==> src/design/tft_command_window_writer_assert.svh <==
// Assertion macros used by the decoder module.
// Each macro expects signals named clk and rst in the scope where it is used.
`ifndef TFT_COMMAND_WINDOW_WRITER_ASSERT_SVH
`define TFT_COMMAND_WINDOW_WRITER_ASSERT_SVH

// Whenever cond holds, prop must hold in the same cycle.
`define TFTCWW_ASSERT_SAME(lbl, cond, prop) \
  lbl: assert property (@(posedge clk) disable iff (rst) (cond) |-> (prop)) \
    else $error("same-cycle assertion failed");

// Whenever cond holds, prop must hold in the following cycle.
`define TFTCWW_ASSERT_NEXT(lbl, cond, prop) \
  lbl: assert property (@(posedge clk) disable iff (rst) (cond) |=> (prop)) \
    else $error("next-cycle assertion failed");

`endif

==> src/design/tftcww_pkg.sv <==
package tftcww_pkg;

  localparam int BYTE_W   = 8;
  localparam int PTR_W    = 16;
  localparam int COLUMN_W = 8;
  localparam int ROW_W    = 9;
  localparam int COLOR_W  = 16;
  localparam int INDEX_W  = 3;

  localparam int DEFAULT_COLUMNS = 240;
  localparam int DEFAULT_ROWS    = 320;

  localparam logic [BYTE_W-1:0] CMD_SLEEP_OUT    = 8'h11;
  localparam logic [BYTE_W-1:0] CMD_DISPLAY_ON   = 8'h29;
  localparam logic [BYTE_W-1:0] CMD_COLUMN_SET   = 8'h2A;
  localparam logic [BYTE_W-1:0] CMD_ROW_SET      = 8'h2B;
  localparam logic [BYTE_W-1:0] CMD_MEMORY_WRITE = 8'h2C;
  localparam logic [BYTE_W-1:0] CMD_MADCTL       = 8'h36;
  localparam logic [BYTE_W-1:0] CMD_COLMOD       = 8'h3A;
  localparam logic [BYTE_W-1:0] CMD_NONE         = 8'h00;

  // Bit of the MADCTL parameter that selects BGR order.
  localparam int MADCTL_BGR_BIT = 3;

  // Number of data bytes taken by a column-set or row-set command.
  localparam logic [INDEX_W-1:0] WINDOW_BYTES = 3'd4;

  function automatic logic [COLOR_W-1:0] swap_red_blue_fn(input logic [COLOR_W-1:0] c);
    swap_red_blue_fn = {c[4:0], c[10:5], c[15:11]};
  endfunction

endpackage

==> src/design/tftcww_if.sv <==
// Byte link from the host: one command or data byte per transaction.
interface tftcww_byte_if;
  import tftcww_pkg::*;

  logic              valid;
  logic              ready;
  logic              command;
  logic [BYTE_W-1:0] byte_value;

  modport source(output valid, command, byte_value, input ready);
  modport sink(input valid, command, byte_value, output ready);
endinterface

// Result of one byte: the pixel write, if any, and the status flags.
interface tftcww_pixel_if;
  import tftcww_pkg::*;

  logic                valid;
  logic                ready;
  logic                write_valid;
  logic [COLUMN_W-1:0] column;
  logic [ROW_W-1:0]    row;
  logic [COLOR_W-1:0]  pixel_color;
  logic                awake;
  logic                display_enabled;

  modport source(output valid, write_valid, column, row, pixel_color, awake,
                 display_enabled, input ready);
  modport sink(input valid, write_valid, column, row, pixel_color, awake,
               display_enabled, output ready);
endinterface

==> src/design/tft_command_window_writer.sv <==
// Channel  | Direction | Transaction carries
// ---------+-----------+------------------------------------------------------
// link     | in        | command flag and one byte from the serial link
// pixel    | out       | write_valid, column, row, pixel_color, awake,
//          |           | display_enabled: exactly one per accepted byte
//
// Each byte is decoded in the cycle it is accepted and its result appears in
// the output register on the next cycle.
// A new byte is accepted every cycle while the output register is empty or
// is being drained in the same cycle; throughput is one byte per cycle.
// A stall on the pixel channel holds the result and stops byte acceptance.
// Reset is synchronous and restores the full-panel window, clears the pointer
// and the status flags, and empties the output register.
module tft_command_window_writer #(
  parameter int COLUMNS = tftcww_pkg::DEFAULT_COLUMNS,
  parameter int ROWS    = tftcww_pkg::DEFAULT_ROWS
) (
  input logic           clk,
  input logic           rst,
  tftcww_byte_if.sink   link,
  tftcww_pixel_if.source pixel
);
  import tftcww_pkg::*;

  // Limits of the frame memory, held in the width of the window registers.
  localparam logic [PTR_W-1:0] ColumnLimit = PTR_W'(COLUMNS);
  localparam logic [PTR_W-1:0] RowLimit    = PTR_W'(ROWS);
  localparam logic [PTR_W-1:0] ColumnLast  = PTR_W'(COLUMNS - 1);
  localparam logic [PTR_W-1:0] RowLast     = PTR_W'(ROWS - 1);

  // Decoder state, as seen by the byte currently on the link.
  logic [BYTE_W-1:0]  active_command,    active_command_next;
  logic [INDEX_W-1:0] parameter_index,   parameter_index_next;
  logic [PTR_W-1:0]   column_start,      column_start_next;
  logic [PTR_W-1:0]   column_end,        column_end_next;
  logic [PTR_W-1:0]   row_start,         row_start_next;
  logic [PTR_W-1:0]   row_end,           row_end_next;
  logic [PTR_W-1:0]   column_pointer,    column_pointer_next;
  logic [PTR_W-1:0]   row_pointer,       row_pointer_next;
  logic [BYTE_W-1:0]  pending_high_byte, pending_high_byte_next;
  logic               have_high_byte,    have_high_byte_next;
  logic               swap_red_blue,     swap_red_blue_next;
  logic               awake_flag,        awake_flag_next;
  logic               display_flag,      display_flag_next;

  // Result of the byte being accepted.
  logic               write_valid_next;
  logic [COLOR_W-1:0] pixel_color_next;
  logic [COLOR_W-1:0] raw_color;

  // Output register.
  logic                out_valid;
  logic                write_valid;
  logic [COLUMN_W-1:0] column;
  logic [ROW_W-1:0]    row;
  logic [COLOR_W-1:0]  pixel_color;
  logic                awake;
  logic                display_enabled;

  logic accept;

  // The output register frees up in the same cycle it is drained, so bytes
  // flow at full rate whenever the downstream side keeps taking results.
  assign link.ready = !out_valid || pixel.ready;
  assign accept     = link.valid && link.ready;

  assign raw_color = {pending_high_byte, link.byte_value};

  always_comb begin
    active_command_next    = active_command;
    parameter_index_next   = parameter_index;
    column_start_next      = column_start;
    column_end_next        = column_end;
    row_start_next         = row_start;
    row_end_next           = row_end;
    column_pointer_next    = column_pointer;
    row_pointer_next       = row_pointer;
    pending_high_byte_next = pending_high_byte;
    have_high_byte_next    = have_high_byte;
    swap_red_blue_next     = swap_red_blue;
    awake_flag_next        = awake_flag;
    display_flag_next      = display_flag;
    write_valid_next       = 1'b0;
    pixel_color_next       = swap_red_blue ? swap_red_blue_fn(raw_color) : raw_color;

    if (link.command) begin
      // A command byte restarts parameter counting and drops a half pixel.
      active_command_next  = link.byte_value;
      parameter_index_next = '0;
      have_high_byte_next  = 1'b0;
      case (link.byte_value)
        CMD_MEMORY_WRITE: begin
          column_pointer_next = column_start;
          row_pointer_next    = row_start;
        end
        CMD_SLEEP_OUT:  awake_flag_next   = 1'b1;
        CMD_DISPLAY_ON: display_flag_next = 1'b1;
        default: ;
      endcase
    end else begin
      case (active_command)
        CMD_COLUMN_SET, CMD_ROW_SET: begin
          // Big-endian start then end; bytes past the fourth are dropped.
          if (parameter_index < WINDOW_BYTES) begin
            parameter_index_next = parameter_index + 1'b1;
            if (active_command == CMD_COLUMN_SET) begin
              case (parameter_index[1:0])
                2'd0:    column_start_next[15:8] = link.byte_value;
                2'd1:    column_start_next[7:0]  = link.byte_value;
                2'd2:    column_end_next[15:8]   = link.byte_value;
                default: column_end_next[7:0]    = link.byte_value;
              endcase
            end else begin
              case (parameter_index[1:0])
                2'd0:    row_start_next[15:8] = link.byte_value;
                2'd1:    row_start_next[7:0]  = link.byte_value;
                2'd2:    row_end_next[15:8]   = link.byte_value;
                default: row_end_next[7:0]    = link.byte_value;
              endcase
            end
          end
        end
        CMD_MADCTL: begin
          // Only the first parameter byte carries the colour order.
          if (parameter_index == '0) begin
            swap_red_blue_next   = link.byte_value[MADCTL_BGR_BIT];
            parameter_index_next = INDEX_W'(1);
          end
        end
        CMD_MEMORY_WRITE: begin
          if (!have_high_byte) begin
            pending_high_byte_next = link.byte_value;
            have_high_byte_next    = 1'b1;
          end else begin
            have_high_byte_next = 1'b0;
            // Cells outside the frame memory are skipped, but the pointer
            // still moves on.
            write_valid_next = (column_pointer < ColumnLimit) &&
                               (row_pointer < RowLimit);
            if (column_pointer >= column_end) begin
              column_pointer_next = column_start;
              if (row_pointer >= row_end) begin
                row_pointer_next = row_start;
              end else begin
                row_pointer_next = row_pointer + 1'b1;
              end
            end else begin
              column_pointer_next = column_pointer + 1'b1;
            end
          end
        end
        // Pixel format bytes, unknown commands and stray data are ignored.
        default: ;
      endcase
    end
  end

  always_ff @(posedge clk) begin
    if (rst) begin
      active_command    <= CMD_NONE;
      parameter_index   <= '0;
      column_start      <= '0;
      column_end        <= ColumnLast;
      row_start         <= '0;
      row_end           <= RowLast;
      column_pointer    <= '0;
      row_pointer       <= '0;
      pending_high_byte <= '0;
      have_high_byte    <= 1'b0;
      swap_red_blue     <= 1'b0;
      awake_flag        <= 1'b0;
      display_flag      <= 1'b0;
    end else if (accept) begin
      active_command    <= active_command_next;
      parameter_index   <= parameter_index_next;
      column_start      <= column_start_next;
      column_end        <= column_end_next;
      row_start         <= row_start_next;
      row_end           <= row_end_next;
      column_pointer    <= column_pointer_next;
      row_pointer       <= row_pointer_next;
      pending_high_byte <= pending_high_byte_next;
      have_high_byte    <= have_high_byte_next;
      swap_red_blue     <= swap_red_blue_next;
      awake_flag        <= awake_flag_next;
      display_flag      <= display_flag_next;
    end
  end

  // Output register: filled on every accepted byte, emptied when taken.
  always_ff @(posedge clk) begin
    if (rst) begin
      out_valid <= 1'b0;
    end else if (accept) begin
      out_valid <= 1'b1;
    end else if (pixel.ready) begin
      out_valid <= 1'b0;
    end
  end

  // The payload needs no reset; the address and colour read as zero when no
  // pixel was written.
  always_ff @(posedge clk) begin
    if (accept) begin
      write_valid     <= write_valid_next;
      column          <= write_valid_next ? column_pointer[COLUMN_W-1:0] : '0;
      row             <= write_valid_next ? row_pointer[ROW_W-1:0] : '0;
      pixel_color     <= write_valid_next ? pixel_color_next : '0;
      awake           <= awake_flag_next;
      display_enabled <= display_flag_next;
    end
  end

  assign pixel.valid           = out_valid;
  assign pixel.write_valid     = write_valid;
  assign pixel.column          = column;
  assign pixel.row             = row;
  assign pixel.pixel_color     = pixel_color;
  assign pixel.awake           = awake;
  assign pixel.display_enabled = display_enabled;

`include "tft_command_window_writer_assert.svh"

  // A half pixel only ever exists inside a memory-write.
  `TFTCWW_ASSERT_SAME(a_half_pixel_in_write, have_high_byte, active_command == CMD_MEMORY_WRITE)
  // The parameter counter never runs past the four window bytes.
  `TFTCWW_ASSERT_SAME(a_index_bounded, 1'b1, parameter_index <= WINDOW_BYTES)
  // A command byte always restarts parameter decoding.
  `TFTCWW_ASSERT_NEXT(a_command_restarts, accept && link.command,
                      parameter_index == '0 && !have_high_byte)
  // A stored pixel always lies inside the frame memory.
  `TFTCWW_ASSERT_SAME(a_write_in_memory, accept && write_valid_next,
                      column_pointer < ColumnLimit && row_pointer < RowLimit)
  // A sleep-out command is visible on the result of that very byte.
  `TFTCWW_ASSERT_NEXT(a_sleep_out_seen,
                      accept && link.command && link.byte_value == CMD_SLEEP_OUT,
                      out_valid && awake)

endmodule

==> src/flat_wrapper.sv <==
// flat-port wrapper written by rule: the top's interface ports become plain ports
module tft_command_window_writer_flat import tftcww_pkg::*;
#(
  parameter int COLUMNS = tftcww_pkg::DEFAULT_COLUMNS,
  parameter int ROWS    = tftcww_pkg::DEFAULT_ROWS
)
  (clk, rst, link_valid, link_command, link_byte_value, link_ready, pixel_valid, pixel_write_valid, pixel_column, pixel_row, pixel_pixel_color, pixel_awake, pixel_display_enabled, pixel_ready);
  tftcww_byte_if link_i ();
  tftcww_pixel_if pixel_i ();
  input logic clk;
  input logic rst;
  input wire logic [$bits(link_i.valid)-1:0] link_valid;
  input wire logic [$bits(link_i.command)-1:0] link_command;
  input wire logic [$bits(link_i.byte_value)-1:0] link_byte_value;
  output wire logic [$bits(link_i.ready)-1:0] link_ready;
  output wire logic [$bits(pixel_i.valid)-1:0] pixel_valid;
  output wire logic [$bits(pixel_i.write_valid)-1:0] pixel_write_valid;
  output wire logic [$bits(pixel_i.column)-1:0] pixel_column;
  output wire logic [$bits(pixel_i.row)-1:0] pixel_row;
  output wire logic [$bits(pixel_i.pixel_color)-1:0] pixel_pixel_color;
  output wire logic [$bits(pixel_i.awake)-1:0] pixel_awake;
  output wire logic [$bits(pixel_i.display_enabled)-1:0] pixel_display_enabled;
  input wire logic [$bits(pixel_i.ready)-1:0] pixel_ready;
  assign link_i.valid = link_valid;
  assign link_i.command = link_command;
  assign link_i.byte_value = link_byte_value;
  assign link_ready = link_i.ready;
  assign pixel_valid = pixel_i.valid;
  assign pixel_write_valid = pixel_i.write_valid;
  assign pixel_column = pixel_i.column;
  assign pixel_row = pixel_i.row;
  assign pixel_pixel_color = pixel_i.pixel_color;
  assign pixel_awake = pixel_i.awake;
  assign pixel_display_enabled = pixel_i.display_enabled;
  assign pixel_i.ready = pixel_ready;
  tft_command_window_writer #(.COLUMNS(COLUMNS), .ROWS(ROWS)) u_core (.clk(clk), .rst(rst), .link(link_i), .pixel(pixel_i));
endmodule
==> config.mk <==
export PLATFORM = sky130hd
export DESIGN_NAME = tft_command_window_writer_flat
export DESIGN_NICKNAME = d
export VERILOG_FILES = /design/src/design/tftcww_pkg.sv /design/src/design/tftcww_if.sv /design/src/design/tft_command_window_writer.sv /design/src/flat_wrapper.sv
export VERILOG_INCLUDE_DIRS = /design/src /design/src/design
export SDC_FILE = /design/constraint.sdc
export NUM_CORES = 1
export LEC_CHECK = 0
export BUFFER_PORTS_ARGS = -buffer_cell sky130_fd_sc_hd__buf_2
export CAP_MARGIN = 20
export CELL_PAD_IN_SITES_DETAIL_PLACEMENT = 1
export CELL_PAD_IN_SITES_GLOBAL_PLACEMENT = 1
export CORE_MARGIN = 2
export CORE_UTILIZATION = 45
export DETAILED_ROUTE_END_ITERATION = 6
export PLACE_DENSITY_LB_ADDON = 0.1
export REMOVE_ABC_BUFFERS = 1
export SETUP_SLACK_MARGIN = 0.4
export SKIP_LAST_GASP = 1
export SLEW_MARGIN = 20
export SYNTH_ARGS = -nofsm -noshare
export SYNTH_HDL_FRONTEND = slang
export SYNTH_SLANG_ARGS = --single-unit
==> constraint.sdc <==
create_clock -name clk -period 4.4 [get_ports clk]
set_input_delay 0.66 -clock clk [delete_from_list [all_inputs] [get_ports clk]]
set_output_delay 0.66 -clock clk [all_outputs]
set_load 0.05 [all_outputs]
# Word level (Yosys, flattened, before mapping)
# Index checks and enable logic that the tools add are counted.
# op_classes
n_eq_ne	12
mux	28
add_sub_neg	3
order_cmp	5
n_bitwise	4
n_reduce_logical	28
# op_table
op	n
$mux W16	12
$eq A8 B6 Y1 const B	6
$reduce_and A6 Y1	8
$add A16 B1 Y16 const B	2
$ge A16 B16 Y1	2
$lt A16 B8 Y1 const B	1
$lt A16 B9 Y1 const B	1
$reduce_and A4 Y1	4
$mux W1	12
$mux W3	3
$eq A8 B5 Y1 const B	1
$reduce_bool A2 Y1	4
$ne A3 B2 Y1 const B	2
$pmux W3 S2	1
$reduce_and A5 Y1	1
$not A1 Y1	4
$reduce_and A2 Y1	2
$add A3 B1 Y3 const B	1
$logic_not A3 Y1	1
$lt A3 B3 Y1 const B	1
$reduce_bool A3 Y1	1
$reduce_or A3 Y1	1
$eq A2 B1 Y1 const B	1
$eq A2 B2 Y1 const B	1
6 further kinds	7
# word_totals
input_bits	13
ff_bits	156

# Logic depth before layout (Yosys ltp)
# depth
depth_word	6
ltp_mapped	10

# Worst setup path before layout
# OpenSTA, ideal clock, no wires.
# synth_path
path_type	input -> register
startpoint	input pixel_ready
endpoint	register u_core.active_command[0]
path_slack_ns	0.626
arrival_ns	3.646
setup_time_ns	0.128
stages	7
cell_sequence	nand2b_1 -> nand2_1 -> inv_1 -> buf_1 -> nand2_1 -> mux2i_1 -> nor2_1
# synth_between
elab_chain_cells	3
# synth_lines
item	line	source
from (decl)	flat_wrapper.sv:23	input wire logic [$bits(pixel_i.ready)-1:0] pixel_ready;
$logic_or A1 B1 Y1	tft_command_window_writer.sv:64	assign link.ready = !out_valid || pixel.ready;
$logic_and A1 B1 Y1	tft_command_window_writer.sv:65	assign accept = link.valid && link.ready;
named net u_core.accept	tft_command_window_writer.sv:60	logic accept;
$reduce_and A2 Y1 (no source line)	n/a	
to (signal assigned)	tft_command_window_writer.sv:174	active_command <= active_command_next;
to (decl)	tft_command_window_writer.sv:32	logic [BYTE_W-1:0] active_command, active_command_next;
# The timed path passes the listed nets, and every way through them passes these cells.
# A chain may end at the register's enable or synchronous reset.

# Worst setup path in the final report
# layout_path
startpoint	register u_core.row_pointer[13]
endpoint	register u_core.row_pointer[7]
# layout_between
elab_chain_cells	6
# layout_lines
item	line	source
from (decl)	tft_command_window_writer.sv:39	logic [PTR_W-1:0] row_pointer, row_pointer_next;
from (signal assigned)	tft_command_window_writer.sv:181	row_pointer <= row_pointer_next;
$ge A16 B16 Y1	tft_command_window_writer.sv:142	if (row_pointer >= row_end) begin
$mux W16	tft_command_window_writer.sv:142	
$mux W16	tft_command_window_writer.sv:140	if (column_pointer >= column_end) begin
$mux W16	tft_command_window_writer.sv:131	if (!have_high_byte) begin
$mux W16	tft_command_window_writer.sv:101	case (active_command)
$mux W16	tft_command_window_writer.sv:86	if (link.command) begin
# Every way passes these cells. The select of a mux whose other input is x is not followed.

==> results.json <==
{
  "outcome": "complete, no violations",
  "initial_core_util": 0.460,
  "wire_per_inst_um": 20.3,
  "die-area_um2": 18100,
  "io_pins": 51,
  "ys_types": 65,
  "ys.flop_type": "dfxtp_1",
  "cp_num_buf_inv": 1,
  "areaGrowthSynthToFinish_pct": 12.3,
  "grt_usage": 0.246,
  "num-fill-cells": 1881,
  "slowest_stage": "o21a_1",
  "ff_latch_area_um2": 3480,
  "async_flop_share": 0,
  "grt_overflow_total": 0,
  "rsz0062_at_grt": "false",
  "drcViolationCount": 0,
  "path_clk_slew_ps": 60,
  "cp_num_cells": 8,
  "synth_top_area_frac": 0.313,
  "postCtsHoldBufs": 0,
  "slowest_delay_ps": 660,
  "synth-seq-area-share": 0.455,
  "dr.pass1.iters": 4,
  "die_h_um": 135,
  "skew_ps": 13.1,
  "numCtsBuffers": 17,
  "dpl_cell_area_um2": 8040,
  "reg2reg_depth": 8,
  "finalSetupViolations": 0,
  "worstHoldPathCells": 2,
  "end_kind": "flop",
  "fin_tns_setup_ps": 0,
  "clkLatencyLatePin_ps": 430,
  "synth.most_common_cell": "dfxtp_1",
  "slew_headroom": 0.290,
  "place_congestion": 0.811,
  "synth_edf_count": 36,
  "netlist_instances": 791,
  "postSynthAreaPerCell_um2": 9.69,
  "cts-root-buf": "clkbuf_16",
  "numPortBuffers": 50,
  "cp_max_fo": 13,
  "required_ps": 4720,
  "drive_gt1_frac": 0.140,
  "nets": 873,
  "timing.fmax_mhz": 302,
  "core.rowCount": 47,
  "post_cts_resized": 0,
  "ys_ff_latch": 156,
  "vdd_drop_max_v": 0.000253,
  "vias": 5984,
  "core-area_um2": 16600,
  "crit_family": "compound AO/OA/AOI/OAI gates",
  "slew_viol_final": 0,
  "drtIter0Drc": 363,
  "hpwl_um": 14200,
  "via_per_inst": 5.68,
  "cts-htree-levels": 4,
  "synth_area_leaders": "dfxtp_1, edfxtp_1, mux2i_1",
  "dieWidth_um": 135,
  "worst_hold_path_type": "flop to flop",
  "yosys_warnings": 0,
  "total_power_mw": 3.06,
  "hold_viol_final": 0,
  "critPathKind": "flop to flop",
  "routed_wl_um": 21400,
  "cts_setup_buffers": 0,
  "power.density_nw_per_um2": 356,
  "multiInputGateArea_um2": 3790,
  "syn_area_um2": 7660,
  "drt.antenna.violating_nets": 0,
  "finalCriticalPeriod_ps": 3310,
  "drv_cap": 0,
  "antenna_found_initial": 0,
  "grt_max_degree": 102,
  "cts_buffer_depth": 2,
  "grt_pass1_vias": 6255,
  "cp-start-kind": "flop",
  "synth_common_cells": "dfxtp_1, nor2_1, mux2i_1",
  "leakagePower_nw": 3.61,
  "crit_arrival_ps": 3630,
  "cts_tree": "built",
  "crit_chain": "ha_1 -> a211oi_1 -> nor2_1 -> a2111oi_1 -> o21a_1 -> buf_4 -> mux2_2 -> a32o_1",
  "num_antenna_cells": 0,
  "min_period_over_period": 0.753,
  "numClockSinks": 156,
  "grt_pass1_wl_um": 34200,
  "worst_slew_pin_slew_ps": 1060,
  "final_area_um2": 8610,
  "synth_top_area_cell": "dfxtp_1"
}
==> cells by family after synthesis <==
| kind of cell | count (synthesis) | synth area share |
|---|---|---|
| flip-flops | 156 | 0.455 |
| AO/OA/AOI/OAI | 113 | 0.111 |
| multiplexers | 102 | 0.133 |
| AND/OR/NAND/NOR | 275 | 0.178 |
| XOR/XNOR | 7 | 0.00800 |
| buffers and inverters | 99 | 0.0516 |
| adder cells (fa/ha/maj) | 39 | 0.0637 |
==> cells in the final DEF, fill, tap and decap left out, drive strengths merged, types with 5 or more instances in the layout <==
cell,Yosys,final
dfxtp,120,120
nor2,120,120
mux2i,101,101
buf,15,56
inv,54,55
nand2,44,44
ha,39,39
edfxtp,36,36
nand3,27,27
a21oi,25,25
clkbuf,30,23
and2,18,18
o21ai,18,18
o211ai,11,11
a211oi,11,11
nand4,10,10
a31oi,10,10
o32ai,9,9
nor4,9,9
nor3,8,8
and3,7,7
o21a,7,7
or4,6,6
xnor2,5,5
==> sequential cells by signal, indices dropped and copies added, names as in the netlist, 3 cells and up <==
name / cells
u_core.parameter_index: 3
u_core.column_start: 16
u_core.column_pointer: 16
u_core.row_pointer: 16
u_core.column_end: 16
u_core.pixel.row: 9
u_core.pixel.column: 8
u_core.pending_high_byte: 8
u_core.row_start: 16
u_core.row_end: 16
u_core.pixel.pixel_color: 16
u_core.active_command: 8
==> final timing paths <==
check / from / to / slack [ps]
setup reg to reg: u_core.row_pointer[13] / u_core.row_pointer[7] / 1090
hold / removal: u_core.column_end[0] / u_core.column_end[0] / 480
hold reg to reg: u_core.column_end[0] / u_core.column_end[0] / 480
setup / recovery: u_core.row_pointer[13] / u_core.row_pointer[7] / 1090
==> tightest hold or removal path, delay by kind of cell, from the launching register on <==
| kind | cells | cell delay, ps |
|---|---|---|
| multiplexers | 1 | 70 |
| flip-flops | 1 | 330 |
| AND/OR/NAND/NOR | 1 | 60 |
==> cell type report <==
| class | count | share of cell area |
|---|---|---|
| Clock buffer | 23 | 0.0570 |
| Clock inverter | 9 | 0.00727 |
| Inverter | 54 | 0.0235 |
| Multi-Input combinational cell | 536 | 0.440 |
| Sequential cell | 156 | 0.405 |
| Tap cell | 220 | 0.0320 |
| Timing Repair Buffer | 56 | 0.0350 |
==> power breakdown <==
part	switching [mW]	total [mW]	internal (mW)
sequential	0.00875	1.49	1.48
clock	0.597	1.39	0.788
combinational	0.149	0.186	0.0372
==> per-stage QoR <==
step	hold WS, ps	std cells	setup WS [ps]	utilization
after floorplan	445	746	1130	-
after global placement	459	1022	1390	0.483
after detailed placement	466	1022	1130	0.483
after CTS	472	1054	1100	0.517
after global routing	482	1054	913	0.517
final	478	1054	1090	0.517
==> layer usage <==
layer	GRT usage	share of wire	vias to the layer above
met3	0.0387	0.031	19
met1	0.313	0.46	3017
li1	-	-	2848
met5	0	0	-
met4	0.0643	0.011	0
met2	0.434	0.50	100
Power figures use the tool's default switching activity.
